`src/sv/tmavg_pkg.sv`:
```
// Package with the sample type and the shared constants of the moving average unit.
`timescale 1ns / 1ps
package tmavg_pkg;

  localparam int SAMPLE_W   = 16;
  localparam int WINDOW_DEF = 35;
  localparam int QDEPTH     = 2;
  localparam int QPTR_W     = (QDEPTH > 1) ? $clog2(QDEPTH) : 1;
  localparam int QCNT_W     = $clog2(QDEPTH + 1);

  typedef struct packed {
    logic [SAMPLE_W-1:0] x;
    logic [SAMPLE_W-1:0] y;
    logic [SAMPLE_W-1:0] z;
  } smp_t;

  typedef struct packed {
    logic valid;
    smp_t item;
  } q_t;

endpackage

```
`src/sv/tmavg_front.sv`:
```
// Front end: accepts sample items and queues them for the back end.
`timescale 1ns / 1ps
module tmavg_front (
  input  logic                         clk,
  input  logic                         rst_n,
  input  logic                         in_valid,
  output logic                         in_stall,
  input  logic signed [15:0]           in_sample_x,
  input  logic signed [15:0]           in_sample_y,
  input  logic signed [15:0]           in_sample_z,
  output tmavg_pkg::q_t                q_out,
  input  logic                         q_pop
);
  import tmavg_pkg::*;

  localparam logic [QCNT_W-1:0] Q_FULL = QCNT_W'(QDEPTH);
  localparam logic [QPTR_W-1:0] Q_LAST = QPTR_W'(QDEPTH - 1);

  smp_t              q_mem [QDEPTH];
  logic [QPTR_W-1:0] wr_ptr_r, wr_ptr_nxt;
  logic [QPTR_W-1:0] rd_ptr_r, rd_ptr_nxt;
  logic [QCNT_W-1:0] cnt_r, cnt_nxt;
  logic              push;
  logic              pop;

  assign in_stall    = (cnt_r == Q_FULL);
  assign push        = in_valid && !in_stall;
  assign pop         = q_pop && (cnt_r != '0);
  assign q_out.valid = (cnt_r != '0);
  assign q_out.item  = q_mem[rd_ptr_r];

  always_comb begin
    wr_ptr_nxt = wr_ptr_r;
    rd_ptr_nxt = rd_ptr_r;
    cnt_nxt    = cnt_r;
    if (push) begin
      wr_ptr_nxt = (wr_ptr_r == Q_LAST) ? '0 : wr_ptr_r + 1'b1;
    end
    if (pop) begin
      rd_ptr_nxt = (rd_ptr_r == Q_LAST) ? '0 : rd_ptr_r + 1'b1;
    end
    if (push && !pop) begin
      cnt_nxt = cnt_r + 1'b1;
    end else if (pop && !push) begin
      cnt_nxt = cnt_r - 1'b1;
    end
  end

  always_ff @(posedge clk) begin
    if (!rst_n) begin
      wr_ptr_r <= '0;
      rd_ptr_r <= '0;
      cnt_r    <= '0;
    end else begin
      wr_ptr_r <= wr_ptr_nxt;
      rd_ptr_r <= rd_ptr_nxt;
      cnt_r    <= cnt_nxt;
    end
  end

  always_ff @(posedge clk) begin
    if (push) begin
      q_mem[wr_ptr_r] <= '{x: in_sample_x, y: in_sample_y, z: in_sample_z};
    end
  end

endmodule

```
`src/sv/tmavg_div.sv`:
```
// Iterative signed divider that truncates toward zero, one quotient bit per cycle.
`timescale 1ns / 1ps
module tmavg_div #(
  parameter int DVD_W = 22,
  parameter int DVS_W = 6,
  parameter int QUO_W = 16
) (
  input  logic                    clk,
  input  logic                    rst_n,
  input  logic                    start,
  input  logic signed [DVD_W-1:0] dividend,
  input  logic        [DVS_W-1:0] divisor,
  output logic                    done,
  output logic        [QUO_W-1:0] quotient
);
  import tmavg_pkg::*;

  localparam int ITER_W = $clog2(DVD_W + 1);
  localparam logic [ITER_W-1:0] ITERS = ITER_W'(DVD_W);

  typedef enum logic {D_IDLE, D_RUN} dstate_t;

  dstate_t           state_r, state_nxt;
  logic [ITER_W-1:0] iter_r, iter_nxt;
  logic [DVS_W-1:0]  dvs_r, dvs_nxt;
  logic [DVS_W-1:0]  rem_r, rem_nxt;
  logic [DVD_W-1:0]  quo_r, quo_nxt;
  logic              neg_r, neg_nxt;
  logic              done_r, done_nxt;
  logic [QUO_W-1:0]  res_r, res_nxt;
  logic [DVS_W:0]    trial;
  logic [DVS_W:0]    diff;
  logic              ge;
  logic [DVS_W-1:0]  rem_step;
  logic [DVD_W-1:0]  quo_step;
  logic [DVD_W-1:0]  mag;
  logic [QUO_W-1:0]  res_mag;

  assign mag      = dividend[DVD_W-1] ? DVD_W'(-dividend) : DVD_W'(dividend);
  assign trial    = {rem_r, quo_r[DVD_W-1]};
  assign diff     = trial - {1'b0, dvs_r};
  assign ge       = (trial >= {1'b0, dvs_r});
  assign rem_step = ge ? diff[DVS_W-1:0] : trial[DVS_W-1:0];
  assign quo_step = {quo_r[DVD_W-2:0], ge};
  assign res_mag  = quo_step[QUO_W-1:0];

  always_comb begin
    state_nxt = state_r;
    iter_nxt  = iter_r;
    dvs_nxt   = dvs_r;
    rem_nxt   = rem_r;
    quo_nxt   = quo_r;
    neg_nxt   = neg_r;
    done_nxt  = 1'b0;
    res_nxt   = res_r;
    case (state_r)
      D_IDLE: begin
        if (start) begin
          dvs_nxt   = divisor;
          rem_nxt   = '0;
          quo_nxt   = mag;
          neg_nxt   = dividend[DVD_W-1];
          iter_nxt  = ITERS;
          state_nxt = D_RUN;
        end
      end
      D_RUN: begin
        rem_nxt  = rem_step;
        quo_nxt  = quo_step;
        iter_nxt = iter_r - 1'b1;
        if (iter_r == ITER_W'(1)) begin
          res_nxt   = neg_r ? QUO_W'(-res_mag) : res_mag;
          done_nxt  = 1'b1;
          state_nxt = D_IDLE;
        end
      end
      default: state_nxt = D_IDLE;
    endcase
  end

  always_ff @(posedge clk) begin
    if (!rst_n) begin
      state_r <= D_IDLE;
      iter_r  <= '0;
      done_r  <= 1'b0;
    end else begin
      state_r <= state_nxt;
      iter_r  <= iter_nxt;
      done_r  <= done_nxt;
    end
    dvs_r <= dvs_nxt;
    rem_r <= rem_nxt;
    quo_r <= quo_nxt;
    neg_r <= neg_nxt;
    res_r <= res_nxt;
  end

  assign done     = done_r;
  assign quotient = res_r;

  a_start_idle: assert property (@(posedge clk) disable iff (!rst_n)
    start |-> (state_r == D_IDLE))
    else $error("divider started while busy");

  a_nonzero_divisor: assert property (@(posedge clk) disable iff (!rst_n)
    (state_r == D_RUN) |-> (dvs_r != '0))
    else $error("divider running with a zero divisor");

  a_done_ends_run: assert property (@(posedge clk) disable iff (!rst_n)
    done_r |-> ($past(state_r) == D_RUN) && (state_r == D_IDLE))
    else $error("divider done without a finished run");

endmodule

```
`src/sv/tmavg_back.sv`:
```
// Back end: window store, running sums, averaging and the result register.
`timescale 1ns / 1ps
module tmavg_back #(
  parameter int WINDOW = tmavg_pkg::WINDOW_DEF
) (
  input  logic                 clk,
  input  logic                 rst_n,
  input  tmavg_pkg::q_t        q_in,
  output logic                 q_pop,
  output logic                 out_valid,
  input  logic                 out_stall,
  output logic signed [15:0]   out_avg_x,
  output logic signed [15:0]   out_avg_y,
  output logic signed [15:0]   out_avg_z
);
  import tmavg_pkg::*;

  localparam int CNT_W  = $clog2(WINDOW + 1);
  localparam int SLOT_W = (WINDOW > 1) ? $clog2(WINDOW) : 1;
  localparam int SUM_W  = SAMPLE_W + CNT_W;
  localparam logic [CNT_W-1:0]  WIN_CNT   = CNT_W'(WINDOW);
  localparam logic [SLOT_W-1:0] LAST_SLOT = SLOT_W'(WINDOW - 1);

  typedef enum logic [1:0] {S_IDLE, S_UPD, S_DIV, S_OUT} state_t;

  state_t                  state_r, state_nxt;
  logic [CNT_W-1:0]        count_r, count_nxt;
  logic [SLOT_W-1:0]       oldest_r, oldest_nxt;
  logic [SLOT_W-1:0]       slot_r, slot_nxt;
  logic                    full_r, full_nxt;
  smp_t                    smp_r, smp_nxt;
  logic signed [SUM_W-1:0] tot_x_r, tot_x_nxt;
  logic signed [SUM_W-1:0] tot_y_r, tot_y_nxt;
  logic signed [SUM_W-1:0] tot_z_r, tot_z_nxt;
  logic                    out_valid_r, out_valid_nxt;
  logic [SAMPLE_W-1:0]     out_x_r, out_x_nxt;
  logic [SAMPLE_W-1:0]     out_y_r, out_y_nxt;
  logic [SAMPLE_W-1:0]     out_z_r, out_z_nxt;

  smp_t                    win_mem [WINDOW];
  smp_t                    rd_r;

  logic                    full_cur;
  logic [SLOT_W-1:0]       slot_cur;
  logic signed [SUM_W-1:0] old_x, old_y, old_z;
  logic signed [SUM_W-1:0] sum_x, sum_y, sum_z;
  logic [CNT_W-1:0]        div_n;
  logic                    div_start;
  logic                    done_x, done_y, done_z;
  logic [SAMPLE_W-1:0]     quo_x, quo_y, quo_z;

  function automatic logic signed [SUM_W-1:0] sext(input logic [SAMPLE_W-1:0] v);
    return {{(SUM_W - SAMPLE_W){v[SAMPLE_W-1]}}, v};
  endfunction

  assign full_cur  = (count_r == WIN_CNT);
  assign slot_cur  = full_cur ? oldest_r : count_r[SLOT_W-1:0];
  assign q_pop     = (state_r == S_IDLE) && q_in.valid;
  assign old_x     = full_r ? sext(rd_r.x) : '0;
  assign old_y     = full_r ? sext(rd_r.y) : '0;
  assign old_z     = full_r ? sext(rd_r.z) : '0;
  assign sum_x     = tot_x_r - old_x + sext(smp_r.x);
  assign sum_y     = tot_y_r - old_y + sext(smp_r.y);
  assign sum_z     = tot_z_r - old_z + sext(smp_r.z);
  assign div_n     = full_r ? WIN_CNT : count_r + 1'b1;
  assign div_start = (state_r == S_UPD);

  always_comb begin
    state_nxt     = state_r;
    count_nxt     = count_r;
    oldest_nxt    = oldest_r;
    slot_nxt      = slot_r;
    full_nxt      = full_r;
    smp_nxt       = smp_r;
    tot_x_nxt     = tot_x_r;
    tot_y_nxt     = tot_y_r;
    tot_z_nxt     = tot_z_r;
    out_valid_nxt = out_valid_r && out_stall;
    out_x_nxt     = out_x_r;
    out_y_nxt     = out_y_r;
    out_z_nxt     = out_z_r;
    case (state_r)
      S_IDLE: begin
        if (q_in.valid) begin
          smp_nxt   = q_in.item;
          slot_nxt  = slot_cur;
          full_nxt  = full_cur;
          state_nxt = S_UPD;
        end
      end
      S_UPD: begin
        tot_x_nxt = sum_x;
        tot_y_nxt = sum_y;
        tot_z_nxt = sum_z;
        if (full_r) begin
          oldest_nxt = (slot_r == LAST_SLOT) ? '0 : slot_r + 1'b1;
        end else begin
          count_nxt  = count_r + 1'b1;
          oldest_nxt = '0;
        end
        state_nxt = S_DIV;
      end
      S_DIV: begin
        if (done_x && done_y && done_z) begin
          state_nxt = S_OUT;
        end
      end
      S_OUT: begin
        if (!out_valid_r || !out_stall) begin
          out_valid_nxt = 1'b1;
          out_x_nxt     = quo_x;
          out_y_nxt     = quo_y;
          out_z_nxt     = quo_z;
          state_nxt     = S_IDLE;
        end
      end
      default: state_nxt = S_IDLE;
    endcase
  end

  always_ff @(posedge clk) begin
    if (!rst_n) begin
      state_r     <= S_IDLE;
      count_r     <= '0;
      oldest_r    <= '0;
      tot_x_r     <= '0;
      tot_y_r     <= '0;
      tot_z_r     <= '0;
      out_valid_r <= 1'b0;
    end else begin
      state_r     <= state_nxt;
      count_r     <= count_nxt;
      oldest_r    <= oldest_nxt;
      tot_x_r     <= tot_x_nxt;
      tot_y_r     <= tot_y_nxt;
      tot_z_r     <= tot_z_nxt;
      out_valid_r <= out_valid_nxt;
    end
    slot_r  <= slot_nxt;
    full_r  <= full_nxt;
    smp_r   <= smp_nxt;
    out_x_r <= out_x_nxt;
    out_y_r <= out_y_nxt;
    out_z_r <= out_z_nxt;
  end

  always_ff @(posedge clk) begin
    if (q_pop) begin
      rd_r <= win_mem[slot_cur];
    end
    if (state_r == S_UPD) begin
      win_mem[slot_r] <= smp_r;
    end
  end

  tmavg_div #(.DVD_W(SUM_W), .DVS_W(CNT_W), .QUO_W(SAMPLE_W)) u_div_x (
    .clk(clk), .rst_n(rst_n), .start(div_start), .dividend(sum_x), .divisor(div_n),
    .done(done_x), .quotient(quo_x)
  );

  tmavg_div #(.DVD_W(SUM_W), .DVS_W(CNT_W), .QUO_W(SAMPLE_W)) u_div_y (
    .clk(clk), .rst_n(rst_n), .start(div_start), .dividend(sum_y), .divisor(div_n),
    .done(done_y), .quotient(quo_y)
  );

  tmavg_div #(.DVD_W(SUM_W), .DVS_W(CNT_W), .QUO_W(SAMPLE_W)) u_div_z (
    .clk(clk), .rst_n(rst_n), .start(div_start), .dividend(sum_z), .divisor(div_n),
    .done(done_z), .quotient(quo_z)
  );

  assign out_valid = out_valid_r;
  assign out_avg_x = out_x_r;
  assign out_avg_y = out_y_r;
  assign out_avg_z = out_z_r;

  a_count_bound: assert property (@(posedge clk) disable iff (!rst_n)
    count_r <= WIN_CNT)
    else $error("sample count beyond window");

  a_oldest_while_filling: assert property (@(posedge clk) disable iff (!rst_n)
    !full_cur |-> (oldest_r == '0))
    else $error("oldest slot moved before the window was full");

  a_div_lockstep: assert property (@(posedge clk) disable iff (!rst_n)
    (done_x == done_y) && (done_y == done_z))
    else $error("axis dividers out of step");

  a_done_only_in_div: assert property (@(posedge clk) disable iff (!rst_n)
    done_x |-> (state_r == S_DIV))
    else $error("quotient ready outside the divide state");

endmodule

```
`src/sv/three_axis_moving_average_unit.sv`:
```
// Top level of the three-axis moving average unit.
// An item passes from the queue through the update, divide and output states to the result
// register. The back end takes one item at a time; its one-bit-per-cycle dividers work on
// a SUM_W-bit sum, where SUM_W is 16 plus the bits needed to count WINDOW samples.
// A two-entry queue takes items while the back end works, and the result register holds.
// Synchronous active-low reset clears the sums, the count and the queue; no clearing pass.
`timescale 1ns / 1ps
module three_axis_moving_average_unit #(
  parameter int WINDOW = tmavg_pkg::WINDOW_DEF
) (
  input  logic               clk,
  input  logic               rst_n,
  input  logic               in_valid,
  output logic               in_stall,
  input  logic signed [15:0] in_sample_x,
  input  logic signed [15:0] in_sample_y,
  input  logic signed [15:0] in_sample_z,
  output logic               out_valid,
  input  logic               out_stall,
  output logic signed [15:0] out_avg_x,
  output logic signed [15:0] out_avg_y,
  output logic signed [15:0] out_avg_z
);
  import tmavg_pkg::*;

  q_t   q_link;
  logic q_pop;

  tmavg_front u_front (
    .clk         (clk),
    .rst_n       (rst_n),
    .in_valid    (in_valid),
    .in_stall    (in_stall),
    .in_sample_x (in_sample_x),
    .in_sample_y (in_sample_y),
    .in_sample_z (in_sample_z),
    .q_out       (q_link),
    .q_pop       (q_pop)
  );

  tmavg_back #(.WINDOW(WINDOW)) u_back (
    .clk       (clk),
    .rst_n     (rst_n),
    .q_in      (q_link),
    .q_pop     (q_pop),
    .out_valid (out_valid),
    .out_stall (out_stall),
    .out_avg_x (out_avg_x),
    .out_avg_y (out_avg_y),
    .out_avg_z (out_avg_z)
  );

endmodule

```
`config.mk`:
```
export PLATFORM = sky130hd
export DESIGN_NAME = three_axis_moving_average_unit
export DESIGN_NICKNAME = d
export VERILOG_FILES = /design/src/sv/tmavg_pkg.sv /design/src/sv/tmavg_front.sv /design/src/sv/tmavg_div.sv /design/src/sv/tmavg_back.sv /design/src/sv/three_axis_moving_average_unit.sv
export SDC_FILE = /design/constraint.sdc
export NUM_CORES = 2
export LEC_CHECK = 0
export BUFFER_PORTS_ARGS = -buffer_cell sky130_fd_sc_hd__buf_2
export CAP_MARGIN = 10
export CORE_ASPECT_RATIO = 0.8
export CORE_UTILIZATION = 30
export DETAILED_ROUTE_END_ITERATION = 12
export PLACE_DENSITY = 0.4
export RECOVER_POWER = 25
export SYNTH_ARGS = -nofsm -noshare
export SYNTH_HDL_FRONTEND = slang
export SYNTH_SLANG_ARGS = --single-unit
```
`constraint.sdc`:
```
create_clock -name clk -period 5.1 [get_ports clk]
set_input_delay 1.02 -clock clk [delete_from_list [all_inputs] [get_ports clk]]
set_output_delay 1.02 -clock clk [all_outputs]
set_load 0.02 [all_outputs]
```
==> out/results.ini <==
[critical_path]
cp_max_fo=54
crit_path_start_kind=flop
path_buf_inv=3
path_class=flop to flop
cp.required_ns=5.68
crit_path_max_incr_delay_ns=0.60
cp_cell_sequence=ha_1 > or4b_4 > nor2_4 > mux2i_4 > buf_12 > inv_8 > buf_4 > nand2_1 > and3_1 > a311oi_1 > a31oi_1 > mux4_2 > a21oi_1
critPathCaptureType=flop
slowest_stage=buf_4
arrival_ns=5.46
critPathTopFamily=simple AND/OR/NAND/NOR gates

[timing]
setup_viol=0
relSlewSlack_pct=-25.16
min_period_ns=4.879
rsz0062_at_grt=no
final_hold_viol_count=0
finClkSkew_ns=0.05674
max_freq_ghz=0.2050
finalCritPeriodShare_pct=95.67
worstMarginPinSlew_ns=1.877
slew_violations=828

[clock_tree]
cts_buffers=230
holdBufCountCts=0
clock_latency_ns=0.91
cts_tree=done
clock_sinks=2186
root_buffer=clkbuf_16
h-tree-depth=4
clk_pin_slew_ns=0.06
clock_path_buffers=4

[run]
cap_violations=23

[global_route]
grt_pass1_wl_um=441100
grt_max_degree=109
antenna_found_initial=23
grt_usage_pct=19.63
grt_pass1_vias=57200
gr-total-overflow=0

[pwr]
p_sw_share_pct=38.75
p_int_mw=45.10
clock_power_share_pct=22.4
seqPwrFrac_pct=34.2
powerDensity_nw_per_um2=683.8
p_leak_nw=37.16
finalPower_mw=73.63
power_frac_comb_pct=43.3
power.net_switching_mw=28.53
ir_drop_uv=621.5

[yosys]
synth.ff_latch_count=2186
synth_edf_count=2080
netlist_area_um2=93130
postSynthCellCount=7289
syn_nets=7512
syn_avg_cell_area_um2=12.78
ys_warn_count=0
yosysSeqAreaShare_pct=69.35
synthFlopType=edfxtp_1
synthDistinctLibCells=78
synthArstFlopShare_pct=0

[cells_and_area]
layout.area.seq_um2=64580
final_common_cell=edfxtp_1
instances_no_fill=11840
final_cell_mix=edfxtp_1 (2080), nand2_1 (1729), nand3_1 (452)
fillers=30080
final_nets=7737
drive_gt1_share_pct=11.01
fin_util_pct=34.95
multiInputGateArea_um2=25940
syn_to_final_growth_pct=15.62

[run_status]
violations=capacitance limit, slew limit
status=finished, violations left

[placement]
gp_congestion=0.7851
post-dp-hpwl_um=177900
dp_cells=11420
port_buffers=101

[route]
drtIter0Drc=5947
dr.pass1.iters=8
drc_errors=0
viasPerCell=5.049
vias=59780
wl_per_cell_um=26.41
wl_um=312700
drtAntennaViolNets=0

[die]
core_um2=308100
io_pins=102
die_h_um=500.3
die-area_um2=312700
initial_utilization_pct=30.23
rows=182
die_w_um=624.9

[min_path]
hold_path.class=input pin to flop

## final cells by class
class                   count  share of cell area (%)
repair buffers            410                   3.287
multi-input cells        4353                   24.10
diodes                      8                 0.01859
well taps                4140                   4.811
clock inverters           124                   1.039
inverters                 333                   1.188
clock buffers             286                   5.580
flip-flops and latches   2186                   59.98
## sequential cells by signal, summed over array words and instances (netlist names), 16 cells and up
name / count
u_back.win_mem: 1680
u_front.q_mem: 96
u_back.rd_r: 48
u_back.smp_r: 48
u_back.tot_x_r: 22
u_back.tot_y_r: 22
u_back.tot_z_r: 22
u_back.u_div_x.quo_r: 22
u_back.u_div_y.quo_r: 22
u_back.u_div_z.quo_r: 22
u_back.out_avg_x: 16
u_back.out_avg_y: 16
u_back.out_avg_z: 16
u_back.u_div_x.quotient: 16
u_back.u_div_y.quotient: 16
u_back.u_div_z.quotient: 16
## power groups by stage
| stage | Combinational (mW) | Clock, mW | Sequential (mW) |
|---|---|---|---|
| final | 31.9 | 16.5 | 25.2 |
| after global routing | 35.5 | 17.6 | 25.4 |
| after CTS | 31.9 | 17.0 | 25.2 |
| after detailed placement | 31.8 | 0 | 25.5 |
| after global placement | 31.7 | 0 | 25.5 |
| after floorplan | 20.5 | 0 | 25.8 |
## worst paths after layout
check / cells past startpoint / to / slack [ns] / start
worst max-delay path: 13 / u_back.rd_r[20] / 0.22 / u_back.count_r[0]
worst min-delay path: 1 / u_front.q_mem[0][16] / 0.30 / in_sample_y[0]
worst max register to register: 13 / u_back.rd_r[20] / 0.22 / u_back.count_r[0]
worst min register to register: 0 / u_back.out_avg_y[0] / 0.42 / u_back.u_div_y.quotient[0]
## Yosys cell counts (5+ instances only)
| cell type | number | area share (%) |
|---|---|---|
| edfxtp_1 | 2080 | 67 |
| or3_1 | 25 | 0.17 |
| a211oi_1 | 83 | 0.67 |
| nand2_1 | 1729 | 7.0 |
| buf_2 | 75 | 0.40 |
| nand2b_1 | 31 | 0.21 |
| o211ai_1 | 19 | 0.15 |
| mux2_2 | 58 | 0.70 |
| fa_1 | 66 | 1.4 |
| a211o_1 | 16 | 0.15 |
| a21boi_0 | 8 | 0.064 |
| a311oi_1 | 207 | 1.9 |
| a31oi_1 | 214 | 1.4 |
| buf_4 | 19 | 0.15 |
| xor2_1 | 30 | 0.28 |
| a221oi_1 | 5 | 0.047 |
| a21o_1 | 31 | 0.25 |
| mux4_2 | 48 | 1.2 |
| a31o_2 | 8 | 0.075 |
| o21bai_1 | 6 | 0.048 |
| and3_1 | 211 | 1.4 |
| inv_1 | 329 | 1.3 |
| nand3_1 | 453 | 2.4 |
| a21oi_1 | 175 | 0.94 |
| or2_2 | 5 | 0.034 |
| o21ai_0 | 85 | 0.46 |
| or4_1 | 26 | 0.21 |
| nor2_1 | 270 | 1.1 |
| dfxtp_1 | 106 | 2.3 |
| clkbuf_1 | 290 | 1.2 |
| xnor2_1 | 96 | 0.90 |
| nor3_1 | 51 | 0.27 |
| o21a_1 | 12 | 0.097 |
| ha_1 | 105 | 1.4 |
| nor2b_1 | 11 | 0.074 |
| nand4_1 | 22 | 0.15 |
| a2111oi_0 | 8 | 0.075 |
| o31ai_1 | 25 | 0.20 |
| o41ai_1 | 15 | 0.14 |
| mux2i_1 | 57 | 0.61 |
| and2_1 | 63 | 0.42 |
| nand3b_1 | 6 | 0.048 |
| nor4_1 | 12 | 0.081 |
| buf_1 | 30 | 0.12 |
## logic make-up after synthesis
group / share of synthesized area (%)
XOR/XNOR: 1.185
AND/OR/NAND/NOR: 13.74
buffers and inverters: 3.218
AO/OA/AOI/OAI: 7.193
adder cells (fa/ha/maj): 2.830
multiplexers: 2.490
flip-flops: 69.35
## through the flow
stage | setup slack [ns] | instance area (um2) | hold WS, ns | TNS (ns)
global route | 0.008069 | 107700 | 0.2408 | 0
finish | 0.2210 | 107700 | 0.2997 | 0
detailed placement | -0.05630 | 100600 | 0.4045 | -0.05630
CTS | 0.04330 | 107700 | 0.2215 | 0
floorplan | 0.6656 | 93130 | 0.4003 | 0
global placement | -0.06474 | 100600 | 0.4045 | -0.06474
## timing repair
item                                    in CTS  in global routing
endpoints found under the setup margin       1                 29
buffers inserted                             0                  2
resized for setup                            1                 11
## metal layers
layer / vias up / track usage [%] / part of all wire (%) / routed length, um
met5: - / 0 / 0.023 / 73
met4: 12 / 4.559 / 2.3 / 7239
met3: 396 / 3.867 / 6.5 / 20240
met2: 1689 / 28.79 / 43 / 133200
met1: 30510 / 29.62 / 49 / 151900
li1: 27180 / - / - / -
No activity file was read; power rests on OpenSTA's default activity.
